### config.mk
export PLATFORM = sky130hd
export DESIGN_NAME = utf8_sanitizer_top
export DESIGN_NICKNAME = d
export VERILOG_FILES = /design/src/utf8s_pkg.sv /design/src/utf8_sanitizer_top.sv /design/src/utf8s_decode.sv /design/src/utf8s_emit.sv
export SDC_FILE = /design/constraint.sdc
export NUM_CORES = 1
export LEC_CHECK = 0
export BUFFER_PORTS_ARGS = -buffer_cell sky130_fd_sc_hd__buf_2
export CAP_MARGIN = 5
export CELL_PAD_IN_SITES_DETAIL_PLACEMENT = 1
export CELL_PAD_IN_SITES_GLOBAL_PLACEMENT = 1
export CORE_AREA = 2 2 92 130
export DETAILED_ROUTE_END_ITERATION = 10
export DIE_AREA = 0 0 94 132
export PLACE_DENSITY = 0.72
export SLEW_MARGIN = 20
export SYNTH_ARGS = -nofsm -noshare
export SYNTH_HDL_FRONTEND = slang
export SYNTH_HIERARCHICAL = 1
export SYNTH_SLANG_ARGS = --single-unit
### constraint.sdc
create_clock -name clk -period 6.4 [get_ports clk]
set_clock_uncertainty 0.05 [all_clocks]
set_input_delay 1.28 -clock clk [delete_from_list [all_inputs] [get_ports clk]]
set_output_delay 1.28 -clock clk [all_outputs]
set_load 0.1 [all_outputs]
### src/utf8s_pkg.sv
// Shared types, constants and lead-byte decode for the UTF-8 sanitizer.
`timescale 1ns / 1ps

package utf8s_pkg;

	// Bytes of the inserted U+FFFD replacement character
	localparam logic [7:0] REPL_BYTE0 = 8'hEF;
	localparam logic [7:0] REPL_BYTE1 = 8'hBF;
	localparam logic [7:0] REPL_BYTE2 = 8'hBD;

	// Byte ranges
	localparam logic [7:0] ASCII_MAX  = 8'h7F;
	localparam logic [7:0] CONT_LO    = 8'h80;
	localparam logic [7:0] CONT_HI    = 8'hBF;
	localparam logic [7:0] LEAD2_LO   = 8'hC2;
	localparam logic [7:0] LEAD2_HI   = 8'hDF;
	localparam logic [7:0] LEAD_E0    = 8'hE0;
	localparam logic [7:0] E0_CONT_LO = 8'hA0;
	localparam logic [7:0] LEAD_ED    = 8'hED;
	localparam logic [7:0] ED_CONT_HI = 8'h9F;
	localparam logic [7:0] LEAD3_HI   = 8'hEF;
	localparam logic [7:0] LEAD_F0    = 8'hF0;
	localparam logic [7:0] F0_CONT_LO = 8'h90;
	localparam logic [7:0] LEAD_F4    = 8'hF4;
	localparam logic [7:0] F4_CONT_HI = 8'h8F;

	// Sequence lengths
	localparam logic [2:0] SEQ_NONE = 3'd0;
	localparam logic [2:0] SEQ_TWO  = 3'd2;
	localparam logic [2:0] SEQ_THREE = 3'd3;
	localparam logic [2:0] SEQ_FOUR = 3'd4;

	// Position inside an emitted replacement character
	localparam logic [1:0] PHASE_FIRST = 2'd0;
	localparam logic [1:0] PHASE_MID   = 2'd1;
	localparam logic [1:0] PHASE_LAST  = 2'd2;

	// Lead-byte class: sequence length and allowed range of the first continuation
	typedef struct packed {
		logic [2:0] len;
		logic [7:0] lo;
		logic [7:0] hi;
	} lead_info_t;

	// Results of one item: rep_cnt replacement characters, then lit_cnt literal bytes
	typedef struct packed {
		logic [2:0]      rep_cnt;
		logic [2:0]      lit_cnt;
		logic [3:0][7:0] lits;
		logic            last;
	} item_desc_t;

	function automatic lead_info_t lead_info(logic [7:0] c);
		lead_info_t li;
		li.len = SEQ_NONE;
		li.lo  = CONT_LO;
		li.hi  = CONT_HI;
		if (c >= LEAD2_LO && c <= LEAD2_HI) begin
			li.len = SEQ_TWO;
		end else if (c == LEAD_E0) begin
			li.len = SEQ_THREE;
			li.lo  = E0_CONT_LO;
		end else if (c == LEAD_ED) begin
			li.len = SEQ_THREE;
			li.hi  = ED_CONT_HI;
		end else if (c > LEAD_E0 && c <= LEAD3_HI) begin
			li.len = SEQ_THREE;
		end else if (c == LEAD_F0) begin
			li.len = SEQ_FOUR;
			li.lo  = F0_CONT_LO;
		end else if (c == LEAD_F4) begin
			li.len = SEQ_FOUR;
			li.hi  = F4_CONT_HI;
		end else if (c > LEAD_F0 && c < LEAD_F4) begin
			li.len = SEQ_FOUR;
		end
		return li;
	endfunction

endpackage

### src/utf8_sanitizer_top.sv
// Top level of the streaming UTF-8 sanitizer.
//
// Input channel (in_valid / in_stall) takes one raw byte per item, with in_last
// on the final byte of a message. Output channel (out_valid / out_stall) gives
// one sanitized byte per item; is_replacement flags bytes of an inserted
// EF BF BD, last_of_run marks the final byte caused by one input byte and
// out_last the final byte of the message.
// An input byte yields 0 to 12 output bytes. The descriptor of its output is
// loaded into the result sequencer when the byte is accepted, and each byte then
// passes through the output register. The block sends one output byte per cycle
// while the receiver does not stall; plain text runs at one byte per cycle while
// the receiver does not stall. A byte that is only held (start of a multi-byte
// sequence) gives no output and does not occupy the result sequencer.
// Reset clears the held sequence, the sequencer and the output register.
// When the receiver stalls, the output register holds its byte, the sequencer
// waits, and in_stall rises once the sequencer is busy with a previous item.
`timescale 1ns / 1ps

module utf8_sanitizer_top (
	input  logic       clk,
	input  logic       arst_n,
	input  logic       in_valid,
	output logic       in_stall,
	input  logic [7:0] in_byte,
	input  logic       in_last,
	output logic       out_valid,
	input  logic       out_stall,
	output logic [7:0] out_byte,
	output logic       is_replacement,
	output logic       out_last,
	output logic       last_of_run
);

	utf8s_pkg::item_desc_t desc;
	logic                  desc_nonempty;
	logic                  can_load;
	logic                  accept;

	assign in_stall = !can_load;
	assign accept   = in_valid && can_load;

	// Track multi-byte sequences
	utf8s_decode u_decode (
		.clk           (clk),
		.arst_n        (arst_n),
		.accept        (accept),
		.in_byte       (in_byte),
		.in_last       (in_last),
		.desc          (desc),
		.desc_nonempty (desc_nonempty)
	);

	// Play out results
	utf8s_emit u_emit (
		.clk            (clk),
		.arst_n         (arst_n),
		.load           (accept),
		.desc           (desc),
		.desc_nonempty  (desc_nonempty),
		.can_load       (can_load),
		.out_valid      (out_valid),
		.out_stall      (out_stall),
		.out_byte       (out_byte),
		.is_replacement (is_replacement),
		.out_last       (out_last),
		.last_of_run    (last_of_run)
	);

endmodule

### src/utf8s_decode.sv
// Sequence tracker: holds pending bytes and turns each item into a result descriptor.
`timescale 1ns / 1ps

module utf8s_decode (
	input  logic                  clk,
	input  logic                  arst_n,
	input  logic                  accept,
	input  logic [7:0]            in_byte,
	input  logic                  in_last,
	output utf8s_pkg::item_desc_t desc,
	output logic                  desc_nonempty
);

	logic [7:0] pending_bytes_q [3];
	logic [1:0] pending_count_q;
	logic [2:0] sequence_length_q;

	logic [1:0] next_count;
	logic [2:0] next_length;
	logic [2:0] wr_en;
	logic [2:0] rep_cnt;
	logic [2:0] lit_cnt;
	logic [3:0][7:0] lits;

	utf8s_pkg::lead_info_t li_held;
	utf8s_pkg::lead_info_t li_in;
	logic [7:0] lo;
	logic [7:0] hi;
	logic       in_range;
	logic       fresh;

	// Classify the byte against the held sequence
	always_comb begin
		li_held = utf8s_pkg::lead_info(pending_bytes_q[0]);
		li_in   = utf8s_pkg::lead_info(in_byte);
		lo = (pending_count_q == 2'd1) ? li_held.lo : utf8s_pkg::CONT_LO;
		hi = (pending_count_q == 2'd1) ? li_held.hi : utf8s_pkg::CONT_HI;
		in_range = (in_byte >= lo) && (in_byte <= hi);

		next_count  = pending_count_q;
		next_length = sequence_length_q;
		wr_en       = 3'b000;
		rep_cnt     = 3'd0;
		lit_cnt     = 3'd0;
		lits        = '0;
		fresh       = 1'b0;

		if (pending_count_q == 2'd0) begin
			fresh = 1'b1;
		end else if (in_range) begin
			if ({1'b0, pending_count_q} + 3'd1 >= sequence_length_q) begin
				// Complete sequence: copy held bytes and this one
				lit_cnt = {1'b0, pending_count_q} + 3'd1;
				lits[0] = pending_bytes_q[0];
				lits[1] = (pending_count_q > 2'd1) ? pending_bytes_q[1] : in_byte;
				lits[2] = (pending_count_q > 2'd2) ? pending_bytes_q[2] : in_byte;
				lits[3] = in_byte;
				next_count  = 2'd0;
				next_length = utf8s_pkg::SEQ_NONE;
			end else begin
				// Hold the continuation
				wr_en[pending_count_q] = 1'b1;
				next_count = pending_count_q + 2'd1;
			end
		end else begin
			// Broken sequence: one replacement per held byte, then restart on this byte
			rep_cnt = {1'b0, pending_count_q};
			fresh   = 1'b1;
		end

		// Start a new sequence with this byte
		if (fresh) begin
			next_count  = 2'd0;
			next_length = utf8s_pkg::SEQ_NONE;
			if (in_byte <= utf8s_pkg::ASCII_MAX) begin
				lit_cnt = 3'd1;
				lits[0] = in_byte;
			end else if (li_in.len == utf8s_pkg::SEQ_NONE) begin
				rep_cnt = rep_cnt + 3'd1;
			end else begin
				wr_en[0]    = 1'b1;
				next_count  = 2'd1;
				next_length = li_in.len;
			end
		end

		// Flush at end of message: each held byte becomes a replacement
		if (in_last) begin
			rep_cnt     = rep_cnt + {1'b0, next_count};
			next_count  = 2'd0;
			next_length = utf8s_pkg::SEQ_NONE;
		end
	end

	assign desc.rep_cnt  = rep_cnt;
	assign desc.lit_cnt  = lit_cnt;
	assign desc.lits     = lits;
	assign desc.last     = in_last;
	assign desc_nonempty = (rep_cnt != 3'd0) || (lit_cnt != 3'd0);

	// Advance control state
	always_ff @(posedge clk or negedge arst_n) begin
		if (!arst_n) begin
			pending_count_q   <= 2'd0;
			sequence_length_q <= utf8s_pkg::SEQ_NONE;
		end else if (accept) begin
			pending_count_q   <= next_count;
			sequence_length_q <= next_length;
		end
	end

	// Hold pending bytes
	always_ff @(posedge clk) begin
		if (accept && wr_en[0]) begin
			pending_bytes_q[0] <= in_byte;
		end
		if (accept && wr_en[1]) begin
			pending_bytes_q[1] <= in_byte;
		end
		if (accept && wr_en[2]) begin
			pending_bytes_q[2] <= in_byte;
		end
	end

endmodule

### src/utf8s_emit.sv
// Result sequencer: plays out one item's descriptor byte by byte into an output register.
`timescale 1ns / 1ps

module utf8s_emit (
	input  logic                  clk,
	input  logic                  arst_n,
	input  logic                  load,
	input  utf8s_pkg::item_desc_t desc,
	input  logic                  desc_nonempty,
	output logic                  can_load,
	output logic                  out_valid,
	input  logic                  out_stall,
	output logic [7:0]            out_byte,
	output logic                  is_replacement,
	output logic                  out_last,
	output logic                  last_of_run
);

	logic            job_v_q;
	logic [2:0]      rep_left_q;
	logic [1:0]      phase_q;
	logic [2:0]      lit_left_q;
	logic [3:0][7:0] lits_q;
	logic            last_q;

	logic       out_v_q;
	logic [7:0] out_byte_q;
	logic       out_rep_q;
	logic       out_last_q;
	logic       out_run_q;

	logic       adv;
	logic       job_end;
	logic [7:0] emit_byte;
	logic       emit_rep;

	assign adv = job_v_q && (!out_v_q || !out_stall);
	assign job_end = (rep_left_q == 3'd1 && phase_q == utf8s_pkg::PHASE_LAST && lit_left_q == 3'd0)
		|| (rep_left_q == 3'd0 && lit_left_q == 3'd1);
	assign can_load = !job_v_q || (adv && job_end);

	// Select the next byte of the job
	always_comb begin
		emit_rep  = (rep_left_q != 3'd0);
		emit_byte = lits_q[0];
		if (emit_rep) begin
			unique case (phase_q)
				utf8s_pkg::PHASE_FIRST: emit_byte = utf8s_pkg::REPL_BYTE0;
				utf8s_pkg::PHASE_MID:   emit_byte = utf8s_pkg::REPL_BYTE1;
				default:                emit_byte = utf8s_pkg::REPL_BYTE2;
			endcase
		end
	end

	// Advance the job and load the next item
	always_ff @(posedge clk or negedge arst_n) begin
		if (!arst_n) begin
			job_v_q    <= 1'b0;
			rep_left_q <= 3'd0;
			phase_q    <= utf8s_pkg::PHASE_FIRST;
			lit_left_q <= 3'd0;
			out_v_q    <= 1'b0;
		end else begin
			if (adv) begin
				out_v_q <= 1'b1;
				if (job_end) begin
					job_v_q <= 1'b0;
				end
				if (emit_rep) begin
					if (phase_q == utf8s_pkg::PHASE_LAST) begin
						phase_q    <= utf8s_pkg::PHASE_FIRST;
						rep_left_q <= rep_left_q - 3'd1;
					end else begin
						phase_q <= phase_q + 2'd1;
					end
				end else begin
					lit_left_q <= lit_left_q - 3'd1;
				end
			end else if (out_v_q && !out_stall) begin
				out_v_q <= 1'b0;
			end
			if (load && can_load && desc_nonempty) begin
				job_v_q    <= 1'b1;
				rep_left_q <= desc.rep_cnt;
				phase_q    <= utf8s_pkg::PHASE_FIRST;
				lit_left_q <= desc.lit_cnt;
			end
		end
	end

	// Hold payload: literals shift down as they go out
	always_ff @(posedge clk) begin
		if (adv) begin
			out_byte_q <= emit_byte;
			out_rep_q  <= emit_rep;
			out_last_q <= job_end && last_q;
			out_run_q  <= job_end;
			if (!emit_rep) begin
				lits_q <= {8'h00, lits_q[3:1]};
			end
		end
		if (load && can_load && desc_nonempty) begin
			lits_q <= desc.lits;
			last_q <= desc.last;
		end
	end

	assign out_valid      = out_v_q;
	assign out_byte       = out_byte_q;
	assign is_replacement = out_rep_q;
	assign out_last       = out_last_q;
	assign last_of_run    = out_run_q;

endmodule

Word-level counts from Yosys, hierarchy flattened
Memories as Yosys holds them, arrays and structs flattened.
Cells that the tools add are included.
- $add $sub $neg: 7
- order comparisons: 18
- equality and inequality tests: 15
- mux-type cells: 98
- reduce and logical (&&, ||, !) cells: 50
- operators with widths (operator ; count):
    $mux W32 ; 6
    $mux W8 ; 16
    $mux W3 ; 33
    $eq A8 B8 Y1 const B ; 8
    $mux W16 ; 3
    $le A8 B8 Y1 const B ; 4
    $mux W2 ; 13
    $gt A8 B8 Y1 const B ; 3
    $logic_and A1 B1 Y1 ; 20
    $mux W1 ; 20
    $ge A8 B8 Y1 const B ; 2
    $reduce_or A8 Y1 ; 2
    $reduce_bool A3 Y1 ; 5
    $pmux W7 S2 ; 1
    $mux W6 ; 2
    $mux W11 ; 1
    $mux W5 ; 2
    $reduce_bool A2 Y1 ; 5
    $logic_not A3 Y1 ; 3
    $ge A8 B8 Y1 ; 1
    $le A8 B7 Y1 const B ; 1
    $le A8 B8 Y1 ; 1
    $lt A8 B8 Y1 const B ; 1
    $eq A3 B1 Y1 const B ; 2
    other kinds (21) ; 33
- bits in registers: 59
- bits in writable memories: 24
- output and inout port bits: 13
- word-level logic and storage cells: 205
- memories kept: 1
- memory list (memory ; depth ; width ; rd ports ; clocked after memory_dff ; wr ports ; RTL line ; source):
    u_decode.pending_bytes_q ; 3 ; 8 ; 3 ; 0 ; 1 ; utf8s_decode.sv:14 ; logic [7:0] pending_bytes_q [3];

Longest topological paths before layout
An unclocked memory read counts as a cell.
- depth in word-level cells: 24
- mapped depth: 22
- depth with buffers taken out: 21

Cells and area by module
Netlist, hierarchy kept.
- modules (own cells, without submodules) (module ; instances ; cells each ; area each (um^2)):
    utf8s_emit ; 1 ; 152 ; 2499.9
    utf8s_decode ; 1 ; 185 ; 1913.1
    utf8_sanitizer_top ; 1 ; 2 ; 10.0

Worst setup path after synthesis
Ideal clock, no wire load.
- path type: input port to flip-flop
- start point: input port in_byte[4]
- end point: register u_emit/lits_q[0] (netlist bit) (enable)
- library setup time: 0.479 ns
- arrival: 5.186 ns
- required time: 5.871 ns
- setup slack: 0.686 ns
- cell stages on the path: 15
- buffers on the path: 1
- cell sequence: inv_1 -> ha_1 -> and3b_1 -> a221o_1 -> and3_2 -> nor3_1 -> ha_1 -> nor4b_1 -> o2bb2ai_1 -> fa_1 -> mux2_4 -> or4_1 -> nand3_4 -> buf_6 -> nand2_1
- RTL lines (element ; RTL line ; source):
    start: declaration ; utf8_sanitizer_top.sv:24 ; input logic [7:0] in_byte,
    end signal: assignment ; utf8s_emit.sv:99 ; lits_q <= {8'h00, lits_q[3:1]};
    end signal: assignment ; utf8s_emit.sv:103 ; lits_q <= desc.lits;
    end: declaration ; utf8s_emit.sv:23 ; logic [3:0][7:0] lits_q;

==> impl_metrics.prom <==
# TYPE chip_impl_metric gauge
chip_impl_info{name="min_path_type",value="reg2reg"} 1
chip_impl_metric{name="number_of_standard_cells_in_the_final_layout_excluding_fillers",unit=""} 515
chip_impl_info{name="ys_top_cells_by_area",value="sky130_fd_sc_hd__edfxtp_1, sky130_fd_sc_hd__mux2_4, sky130_fd_sc_hd__dfrtp_1"} 1
chip_impl_metric{name="postLayoutCellArea",unit="um2"} 4980
chip_impl_metric{name="post_cts_resized",unit=""} 0
chip_impl_metric{name="min_period",unit="ns"} 5.73
chip_impl_metric{name="die_width",unit="um"} 94
chip_impl_metric{name="grt_antenna_before_repair",unit=""} 0
chip_impl_metric{name="fmax",unit="MHz"} 175
chip_impl_info{name="setup.worst_path.start_class",value="flop"} 1
chip_impl_info{name="cts_tree",value="yes"} 1
chip_impl_metric{name="finalSetupTns",unit="ns"} 0
chip_impl_metric{name="num_io_pins",unit=""} 26
chip_impl_metric{name="place_area",unit="um2"} 4680
chip_impl_info{name="status",value="finished, final reports clean"} 1
chip_impl_metric{name="cts_buffers",unit=""} 9
chip_impl_metric{name="cp_data_arrival_time",unit="ns"} 5.77
chip_impl_metric{name="crit_required",unit="ns"} 6.44
chip_impl_metric{name="setup_viol_count_final",unit=""} 0
chip_impl_metric{name="grt_start_max_net_pins",unit=""} 33
chip_impl_metric{name="cts.sink_count",unit=""} 83
chip_impl_metric{name="drtAntennaViolNets",unit=""} 0
chip_impl_metric{name="avgSynthCellArea",unit="um2"} 13.0
chip_impl_info{name="critical_path.cell_chain",value="inv_1 -> ha_1 -> nand4_1 -> nor3_1 -> nand2_1 -> ha_1 -> and3b_1 -> a221o_1 -> and3_2 -> nor3_1 -> ha_1 -> nor4b_1 -> o2bb2ai_1 -> fa_1 -> mux2_4 -> or4_1 -> nand3_4 -> buf_4 -> mux2_4"} 1
chip_impl_metric{name="fp.dieArea",unit="um2"} 12400
chip_impl_metric{name="detail_route.iter0.violations",unit=""} 127
chip_impl_metric{name="synth_seq_area_share",unit="%"} 54.7
chip_impl_metric{name="num_antenna_cells",unit=""} 0
chip_impl_metric{name="flow.area_growth_from_synthesis",unit="%"} 12.6
chip_impl_info{name="synthFlopType",value="sky130_fd_sc_hd__edfxtp_1"} 1
chip_impl_metric{name="yosys_warnings",unit=""} 6
chip_impl_metric{name="power-per-cell-area",unit="nW/um2"} 370
chip_impl_metric{name="power.ir.vdd_worst",unit="V"} 0.000145
chip_impl_info{name="layout_common_cells",value="sky130_fd_sc_hd__edfxtp_1, sky130_fd_sc_hd__mux2_4, sky130_fd_sc_hd__nor2_1, sky130_fd_sc_hd__buf_2"} 1
chip_impl_metric{name="post_cts_setup_inserts",unit=""} 0
chip_impl_metric{name="clock_insertion_delay_worst_skew",unit="ns"} 0.34
chip_impl_metric{name="grt_first_pass_wirelength",unit="um"} 15700
chip_impl_metric{name="dp.final_hpwl",unit="um"} 6690
chip_impl_metric{name="place.detailed.instances",unit=""} 499
chip_impl_metric{name="post-route-util",unit="%"} 44.4
chip_impl_metric{name="ys_types",unit=""} 59
chip_impl_info{name="type_of_the_worst_setup_path",value="reg2reg"} 1
chip_impl_metric{name="post_route_cells_drive_above_1_share",unit="%"} 24.0
chip_impl_info{name="clock-root-buffer",value="sky130_fd_sc_hd__clkbuf_16"} 1
chip_impl_info{name="layout_commonest_cell",value="sky130_fd_sc_hd__edfxtp_1"} 1
chip_impl_metric{name="max_slew.worst_pin.slew",unit="ns"} 0.916
chip_impl_metric{name="post-synth-top-area-fraction",unit="%"} 46.2
chip_impl_metric{name="postCtsHoldBufs",unit=""} 0
chip_impl_metric{name="async_flop_share",unit="%"} 18.1
chip_impl_metric{name="total_leakage_power",unit="nW"} 1.99
chip_impl_metric{name="totalWireLength",unit="um"} 9430
chip_impl_info{name="grt_setup_unrepaired",value="false"} 1
chip_impl_metric{name="timing.final.crit_share",unit="%"} 89.5
chip_impl_metric{name="number_of_flops_mapped_to_enable_cells_by_yosys",unit=""} 68
chip_impl_metric{name="detail_routed_net_length_per_standard_cell",unit="um"} 18.3
chip_impl_metric{name="finish.net_count",unit=""} 399
chip_impl_metric{name="hold_viol_final",unit=""} 0
chip_impl_metric{name="die_y",unit="um"} 132
chip_impl_metric{name="multi_input_area",unit="um2"} 1850
chip_impl_metric{name="clock_path_buffers",unit=""} 2
chip_impl_metric{name="dr_total_vias",unit=""} 2687
chip_impl_metric{name="core-area",unit="um2"} 11200
chip_impl_metric{name="ff_latch_area",unit="um2"} 2420
chip_impl_metric{name="postLayoutSetupSlackWorst",unit="ns"} 0.672
chip_impl_metric{name="synth.cell_area",unit="um2"} 4420
chip_impl_metric{name="worst_path_largest_cell_delay",unit="ns"} 0.54
chip_impl_metric{name="grt.overflow.total",unit=""} 0
chip_impl_info{name="worst_path_cell_with_the_longest_stage_delay",value="sky130_fd_sc_hd__or4_1"} 1
chip_impl_metric{name="start_util",unit="%"} 39.4
chip_impl_metric{name="drt_drc_violations_left",unit=""} 0
chip_impl_metric{name="synth_fp_nets",unit=""} 372
chip_impl_metric{name="vias_per_cell",unit=""} 5.22
chip_impl_metric{name="whs",unit="ns"} 0.450
chip_impl_metric{name="finalPower",unit="mW"} 1.84
chip_impl_metric{name="ys_ff_latch",unit=""} 83
chip_impl_metric{name="first_pass_iters",unit=""} 4
chip_impl_metric{name="finalMaxSlewViolations",unit=""} 0
chip_impl_metric{name="dp_slack",unit="ns"} 0.510
chip_impl_metric{name="slew_headroom",unit="%"} 38.7
chip_impl_metric{name="first_global_vias",unit=""} 2925
chip_impl_metric{name="critical_path.max_fanout",unit=""} 13
chip_impl_info{name="synth_top_area_cell",value="sky130_fd_sc_hd__edfxtp_1"} 1
chip_impl_metric{name="core.rowCount",unit=""} 46
chip_impl_metric{name="count_of_input_and_output_buffers",unit=""} 25
chip_impl_metric{name="final.fill_count",unit=""} 1212
chip_impl_metric{name="cts_htree_levels",unit=""} 3
chip_impl_info{name="most_prevalent_standard_cell_on_the_critical_path",value="sky130_fd_sc_hd__ha_1"} 1
chip_impl_metric{name="timing.max_cap.violations",unit=""} 0
chip_impl_info{name="critical_path.endpoint_type",value="flop"} 1
chip_impl_metric{name="clk_pin_slew",unit="ns"} 0.06
chip_impl_metric{name="synthesis.instances",unit=""} 339
chip_impl_metric{name="grt_util_all_layers",unit="%"} 16.6
chip_impl_metric{name="gp_congestion",unit=""} 0.850
routing by layer:
metal | up-vias | GRT usage, % | share of wire, %
li1 | 1285 | - | -
met1 | 1355 | 19.4 | 42
met2 | 36 | 29.2 | 53
met3 | 11 | 3.72 | 2.5
met4 | 0 | 6.52 | 2.1
met5 | - | 0 | 0
Yosys cell counts (6+ instances only):
library cell / instances
sky130_fd_sc_hd__mux2i_1: 14
sky130_fd_sc_hd__nand2b_1: 6
sky130_fd_sc_hd__and2_1: 17
sky130_fd_sc_hd__nand3_1: 6
sky130_fd_sc_hd__a21oi_1: 10
sky130_fd_sc_hd__dfrtp_1: 15
sky130_fd_sc_hd__mux2_4: 30
sky130_fd_sc_hd__a22o_1: 8
sky130_fd_sc_hd__inv_1: 18
sky130_fd_sc_hd__nor2_1: 27
sky130_fd_sc_hd__nand2_1: 19
sky130_fd_sc_hd__edfxtp_1: 68
sky130_fd_sc_hd__ha_1: 19
layout make-up:
class,instances,area share [%]
timing repair buffer,28,3.22
clock buffer,10,4.60
multi-input combinational,224,37.1
inverter,20,1.51
tap,144,3.62
sequential,83,48.6
clock inverter,6,1.41
state kept, by name, indices dropped and copies added (netlist names), 2 cells and up:
signal,cells
u_emit/phase_q,2
u_emit/rep_left_q,3
u_decode/sequence_length_q,3
u_decode/pending_count_q,2
u_emit/lits_q,32
u_decode/pending_bytes_q,24
u_emit/lit_left_q,3
u_emit/out_byte,8
worst max-delay path: cells and delay by family, from the launching register on:
family,cells,cell delay (ns)
AND/OR/NAND/NOR,9,2.21
adder cells (fa/ha/maj),4,1.16
buffers and inverters,2,0.45
flip-flops,1,0.43
AO/OA/AOI/OAI,2,0.56
multiplexers,2,0.60
report_power, final:
| part | switching (mW) | internal (mW) | total (mW) |
|---|---|---|---|
| Clock | 0.219 | 0.307 | 0.526 |
| Sequential | 0.0525 | 0.689 | 0.742 |
| Combinational | 0.382 | 0.194 | 0.576 |
final timing paths:
kind	start	endpoint	slack [ns]	depth (start not counted)
hold / removal	u_emit/lits_q[7]$_DFFE_PP_	u_emit/out_byte[7]$_SDFFCE_PN1P_	0.45	1
min in group asynchronous	arst_n	u_emit/out_valid$_DFFE_PN0P_	0.79	1
max in group asynchronous	arst_n	u_emit/phase_q[0]$_DFFE_PN0P_	5.25	1
setup reg to reg	u_decode/pending_count_q[1]$_DFFE_PN0P_	u_emit/lits_q[4]$_DFFE_PP_	0.67	19
hold reg to reg	u_emit/lits_q[7]$_DFFE_PP_	u_emit/out_byte[7]$_SDFFCE_PN1P_	0.45	1
setup / recovery	u_decode/pending_count_q[1]$_DFFE_PN0P_	u_emit/lits_q[4]$_DFFE_PP_	0.67	19
logic make-up after synthesis:
kind of cell / after synthesis / synth area share, %
other: 1 / 0.0848
AND/OR/NAND/NOR: 112 / 14.5
adder cells (fa/ha/maj): 20 / 5.83
multiplexers: 45 / 13.6
flip-flops: 83 / 54.7
AO/OA/AOI/OAI: 41 / 6.76
XOR/XNOR: 5 / 0.990
buffers and inverters: 32 / 3.59
Note: power is estimated with default switching activity, not from simulation.
